[src/agmc_pkg.sv]
package agmc_pkg;

  localparam int MAX_COMPONENTS = 8;
  localparam int NUM_CH         = 3;
  localparam int NUM_WORDS      = 10;
  localparam int COMP_W         = 3;
  localparam int SCORE_W        = 48;
  localparam int K_W            = 4;
  localparam int CFG_ADDR_W     = 1;
  localparam int CFG_DATA_W     = 4;
  localparam int S_TDATA_W      = 88;
  localparam int S_TUSER_W      = 3;
  localparam int M_TDATA_W      = 56;

  localparam logic CMD_LOAD     = 1'b0;
  localparam logic CMD_CLASSIFY = 1'b1;

  localparam logic [1:0] MODEL_BG = 2'd0;
  localparam logic [1:0] MODEL_FG = 2'd1;

  localparam logic [3:0] PARAM_MEAN   = 4'd0;
  localparam logic [3:0] PARAM_LEFT   = 4'd3;
  localparam logic [3:0] PARAM_RIGHT  = 4'd6;
  localparam logic [3:0] PARAM_LOG    = 4'd9;
  localparam logic [3:0] PARAM_ACTIVE = 4'd10;

  localparam logic [CFG_ADDR_W-1:0] REG_K_BG = 1'd0;
  localparam logic [CFG_ADDR_W-1:0] REG_K_FG = 1'd1;

  localparam logic [K_W-1:0] K_RESET = 4'd5;

  typedef enum logic {
    ST_IDLE,
    ST_RUN
  } st_t;

  typedef struct packed {
    logic               vld;
    logic               model;
    logic [K_W-1:0]     k;
    logic [14:0]        light;
    logic signed [15:0] chan_a;
    logic signed [15:0] chan_b;
  } tok_t;

  typedef struct packed {
    logic        vld;
    logic        model;
    logic [2:0]  comp;
    logic [3:0]  param;
    logic [31:0] value;
  } wr_t;

  typedef struct packed {
    logic                      vld;
    logic                      any;
    logic [COMP_W-1:0]         idx;
    logic signed [SCORE_W-1:0] score;
  } best_t;

endpackage

[src/agmc_outq.sv]
module agmc_outq
  import agmc_pkg::*;
(
  input  logic                 clk,
  input  logic                 rst,
  input  best_t                res,
  output logic                 hold_vld,
  output logic                 m_tvalid,
  input  logic                 m_tready,
  output logic [M_TDATA_W-1:0] m_tdata
);

  logic [M_TDATA_W-1:0] res_data;
  logic [M_TDATA_W-1:0] hold_data;

  assign res_data = {{(M_TDATA_W - COMP_W - SCORE_W - 1){1'b0}},
                     res.any, res.score, res.idx};

  always_ff @(posedge clk) begin
    if (rst) begin
      m_tvalid <= 1'b0;
      hold_vld <= 1'b0;
    end else if (!m_tvalid || m_tready) begin
      if (hold_vld) begin
        m_tvalid <= 1'b1;
        hold_vld <= res.vld;
      end else begin
        m_tvalid <= res.vld;
        hold_vld <= 1'b0;
      end
    end else if (res.vld) begin
      hold_vld <= 1'b1;
    end
  end

  always_ff @(posedge clk) begin
    if (!m_tvalid || m_tready) begin
      if (hold_vld) begin
        m_tdata   <= hold_data;
        hold_data <= res_data;
      end else begin
        m_tdata <= res_data;
      end
    end else if (res.vld) begin
      hold_data <= res_data;
    end
  end

  a_push_room: assert property (@(posedge clk) disable iff (rst)
    res.vld && m_tvalid && !m_tready |-> !hold_vld)
    else $error("result arrived with both output slots full");

  a_hold_order: assert property (@(posedge clk) disable iff (rst)
    hold_vld |-> m_tvalid)
    else $error("holding slot filled while output slot empty");

endmodule

[config.mk]
export PLATFORM = sky130hd
export DESIGN_NAME = agmc_outq
export DESIGN_NICKNAME = d
export VERILOG_FILES = /design/src/agmc_pkg.sv /design/src/agmc_outq.sv
export SDC_FILE = /design/constraint.sdc
export NUM_CORES = 1
export LEC_CHECK = 0
export ABC_AREA = 0
export CORE_MARGIN = 3
export CORE_UTILIZATION = 56
export CTS_CLUSTER_SIZE = 10
export DETAILED_ROUTE_END_ITERATION = 7
export DONT_BUFFER_PORTS = 1
export PLACE_DENSITY = 0.71
export SYNTH_ARGS = -nofsm -noshare
export SYNTH_HDL_FRONTEND = slang
export SYNTH_SLANG_ARGS = --single-unit
export TNS_END_PERCENT = 100
[constraint.sdc]
create_clock -name clk -period 3.67 [get_ports clk]
set_input_delay 0.5505 -clock clk [delete_from_list [all_inputs] [get_ports clk]]
set_output_delay 0.5505 -clock clk [all_outputs]
set_load 0.05 [all_outputs]
Word-level counts from Yosys, hierarchy flattened

Index checks and enable logic that the tools add are counted.

Logic and storage cells: 18
Bits of input ports: 56
Register bits after elaboration: 114

Reduce and logical (&&, ||, !) cells: 4
Muxes and demuxes: 8
Eq/ne operators: 1

Operators with widths:

| kind                                         | number |
|---|---|
| two-way mux 56 bit                           | 3 |
| two-way mux 52 bit                           | 1 |
| two-way mux 1 bit                            | 4 |
| inequality test 2 bit, second input constant | 1 |
| AND reduction 2 bit                          | 1 |
| nonzero test 2 bit                           | 1 |
| logical NOT 1 bit                            | 1 |
| logical OR 1 bit                             | 1 |

Depth between registers and ports, before layout

Word-level depth: 4
Mapped depth: 4

Worst setup path after synthesis

Ideal clock, no wire load.

Path kind: register to register
Start point: reg m_tvalid
End point: reg hold_data[0] (enable)
Arrival: 3.022 ns
Buffers on the path: 0
Period minus slack after synthesis: 3.433 ns
Path slack: 0.237 ns
Library setup time: 0.411 ns
Stages on the path, launching flop included: 5
Cell sequence: dfxtp_1 > nor2b_1 > inv_1 > nand2_1 > nand2_1

Word-level cells in the longest chain between the ends: 4
Elaborated cells on any way between the ends: 5
Those cells by class: eq/ne (1); reduce/logical (4)

Ends and longest elaborated chain:

| what                                                                                | line            | source |
|---|---|---|
| start, declared                                                                     | agmc_outq.sv:8  | `output logic m_tvalid,` |
| start signal, assigned                                                              | agmc_outq.sv:28 | `m_tvalid <= res.vld;` |
| logical NOT 1 bit (*)                                                               | agmc_outq.sv:37 | `if (!m_tvalid \|\| m_tready) begin` |
| logical OR 1 bit (*)                                                                | agmc_outq.sv:37 |  |
| inequality test 2 bit (no source line) / nonzero test 2 bit (equally long branches) | n/a             |  |
| AND reduction 2 bit (no source line) (*)                                            | n/a             |  |
| end signal, assigned                                                                | agmc_outq.sv:40 | `hold_data <= res_data;` |
| end signal, assigned                                                                | agmc_outq.sv:45 | `hold_data <= res_data;` |
| end, declared                                                                       | agmc_outq.sv:14 | `logic [M_TDATA_W-1:0] hold_data;` |

Mark *: on every way between the ends. The rest lies on a longest branch, timed or not.
A chain may end at the register's enable or synchronous reset.

Worst setup path after layout

Start point: reg m_tvalid
End point: reg hold_data[5] (enable)

Same word-level chain as after synthesis.

==> summary by stage <==
Detailed routing
The first-pass iteration count of the detailed router is 4. In the routed design, unresolved DRC markers number 0. The remaining antenna violation count is 0.

In the routed layout, each cell is associated on average with a via count of 5.42. The routed wire length per instance is 21.3 um. The routed layout has 1556 vias. The detailed router's first-iteration violation count is 75. For this block, the routed nets add up to slightly above 6000 um of wire.

Hold path
The worst hold path terminates at hold_vld$_SDFFE_PP0P_. The number of cells on the worst hold path is 1. The startpoint of the tightest hold check path is rst. The tightest min-delay check is of the in2reg type.

Worst setup path
The critical path startpoint is m_tvalid$_SDFFE_PP0P_. Along the worst path, the maximum fanout reaches 34. The worst register-to-register path has a depth of 4. The signal on the critical path passes through nor2b_1 -> nand2_1 -> nand2_2 -> buf_4. The worst setup path is launched from a flip-flop.

The number of buffer and inverter stages on the critical path is 1. Grouping stages by cell kind, the critical path spends the most delay in simple AND/OR/NAND/NOR gates. The data required time at the worst endpoint is approximately 3.7 ns. The critical path is of the reg2reg type. The endpoint identified for the worst register-to-register timing path is hold_data[5]$_DFFE_PP_. Data arrives at the worst endpoint at 2.29 ns. The largest single stage delay on the critical path is around 0.65 ns.

The highest-delay cell along the critical path is dfxtp_1. The setup slack on the worst flop-to-flop path is 1.38 ns. The kind of capture point of the worst setup path is a flip-flop. The launch instance of the worst register-to-register path is m_tvalid$_SDFFE_PP0P_.

Finish
The fraction of final layout cells sized beyond drive strength 1 is 0.377. The layout-stage area growth over the synthesis result is 6.41%. After the last flow step, the layout net total stands at approximately 240. The number of antenna diodes in the final layout is 0.

Timing
The count of pins over their slew limit is 0. The period utilization is 0.624. The final-layout worst hold slack is 0.260 ns. Setup repair after global routing left no endpoint under its margin.

The sum of negative setup slack is 0 ns. For this run, the top clock speed supported by timing is around 440 MHz. The worst max-slew margin expressed relative to the limit is 0.312. After layout, the minimum clock period comes to about 2.3 ns. The clock skew is 0.0178 ns. The count of endpoints failing setup in the final report is 0.

Once routing completed, OpenROAD measured the worst setup slack at roughly 1.4 ns. The hold violation total from the final report was 0. The worst-margin pin slew is ~1.0 ns.

Power
In this run the static leakage power is between 1 and 1.5 nW. The total power per unit cell area is 560 nW/um^2. The maximum vdd ir drop is 0.292 mV.

Logic synthesis
The summed instance area of the synthesized netlist is between 4000 and 5000 um^2. The share of the Yosys chip area taken by registers is 0.786. For this run, the number of Yosys warnings is 0. The synthesized design contains ~110 register bits. In the synthesized netlist, the number of instances is approximately 180. In this run the mean area of a mapped cell was 22.5 um^2. The number of distinct library cells after synthesis is 14.

Global routing
For this run, the total global-route usage over all layers was measured as 0.153. The number of antenna violations at the first check in global routing was 0. The total overflow left after global routing is 0. The number of global-route vias before repair came to ~1700. The wire length of the first global-routing pass is 9540 um. Entering global routing, the biggest net connects 57 pins.

Place
Before CTS, the worst setup slack after placement is between 1 and 1.5 ns. The HPWL reported at the end of detailed placement is just over 4000 um. The global placement routability congestion is 0.665.

Input and output buffers added on the ports amount to 0.

CTS
TritonCTS built the clock tree. In this run the deepest clock path goes through 2 buffers. The number of setup buffers added after CTS is 0. The clock buffer count from CTS is 9.

The quantity of gates resized following cts is 0. The root buffer selected by CTS is clkbuf_8. Counting every sink on the clock net gives about 110. The clock latency at the later pin of the worst-skew pair is 0.35 ns. After clock tree synthesis, the clock-pin slew on the worst setup and hold paths is 0.09 ns. The number of H-tree levels is 3.

The number of hold buffers added after CTS was 0.

Die
The initial core utilization is 0.586. The number of top-level design ports is ~110. The total area inside the core boundary comes to 6870 um^2. In this run the core area contains 30 standard-cell rows.

Measured along the y axis, the die boundary spans 90.8 um. The die is between 90 and 100 um wide. The area of the die is 8240 um^2.

Run
The count of maximum capacitance violations is 0.

Outcome
The flow ran to the end, and the final reports show no timing, DRC or antenna violations.
==> Yosys cell counts <==
cell / number / area [um^2]
dfxtp_1: 2 / 40.0
buf_6: 5 / 56.3
buf_4: 4 / 30.0
nand2_1: 4 / 15.0
mux2_2: 16 / 180
conb_1: 1 / 3.75
mux2_4: 36 / 541
nor2b_1: 1 / 6.26
edfxtp_1: 104 / 3120
nor2_1: 1 / 3.75
buf_2: 1 / 5.00
a21oi_1: 2 / 10.0
inv_1: 1 / 3.75
o21ai_1: 1 / 5.00
==> cell type report <==
cell class	count	area [um^2]
Sequential cell	106	3170
Fill cell	468	2590
Multi-Input combinational cell	65	778
Clock buffer	11	131
Tap cell	96	120
Clock inverter	5	57.6
Timing Repair Buffer	3	22.5
Inverter	1	3.75
==> power breakdown <==
| part | switching, mW | leakage, nW | internal [mW] |
|---|---|---|---|
| Clock | 0.360 | 0.0856 | 0.315 |
| Combinational | 0.0536 | 0.352 | 0.0513 |
| Sequential | 0.198 | 1.03 | 1.42 |
| Total | 0.612 | 1.47 | 1.78 |
==> registers in the layout, indices dropped and copies added, names as in the netlist <==
name,flops
hold_data,52
m_tdata,52
hold_vld,1
m_tvalid,1
==> metal layers <==
| layer | global-route usage | vias up | wire, um |
|---|---|---|---|
| met5 | 0 | - | 0 |
| met4 | 0.0727 | 0 | 66 |
| met3 | 0.0517 | 7 | 490 |
| met2 | 0.253 | 65 | 3130 |
| met1 | 0.181 | 784 | 2430 |
| li1 | - | 700 | - |
==> worst max-delay path by stage <==
stage                                         end  cells after the start
after floorplan            hold_data[0]$_DFFE_PP_                      4
after global placement    hold_data[26]$_DFFE_PP_                      4
final                      hold_data[5]$_DFFE_PP_                      4
after detailed placement   hold_data[4]$_DFFE_PP_                      4
after CTS                 hold_data[45]$_DFFE_PP_                      4
after global routing      hold_data[45]$_DFFE_PP_                      4
==> metrics by stage <==
stage	util	instance area [um^2]	total power, mW	cells
after floorplan	-	4030	1.73	182
after global placement	0.596	4090	1.74	271
after detailed placement	0.596	4090	1.75	271
after CTS	0.623	4280	2.42	287
after global routing	0.623	4280	2.48	287
final	0.623	4280	2.40	287
==> layout by cell type (no fill, tap or decap) <==
cell type	Yosys	final
dfxtp_4	0	1
a21oi_1	2	2
buf_4	4	3
inv_2	0	1
clkinvlp_4	0	3
bufinv_16	0	1
mux2_2	16	16
nand2_1	4	3
nand2_2	0	1
clkinv_2	0	1
dfxtp_1	2	1
o21ai_1	1	1
conb_1	1	4
edfxtp_1	104	104
mux2_4	36	36
nor2_1	1	1
clkbuf_8	0	9
nor2b_1	1	1
clkbuf_1	0	2
==> cell families after synthesis <==
family,share of synthesized area
AOI/OAI and AO/OA,0.00373
buffers and inverters,0.0236
DFF,0.786
muxes,0.179
other,0.000932
and+or+nand+nor,0.00622
(Power assumes the default switching activity.)
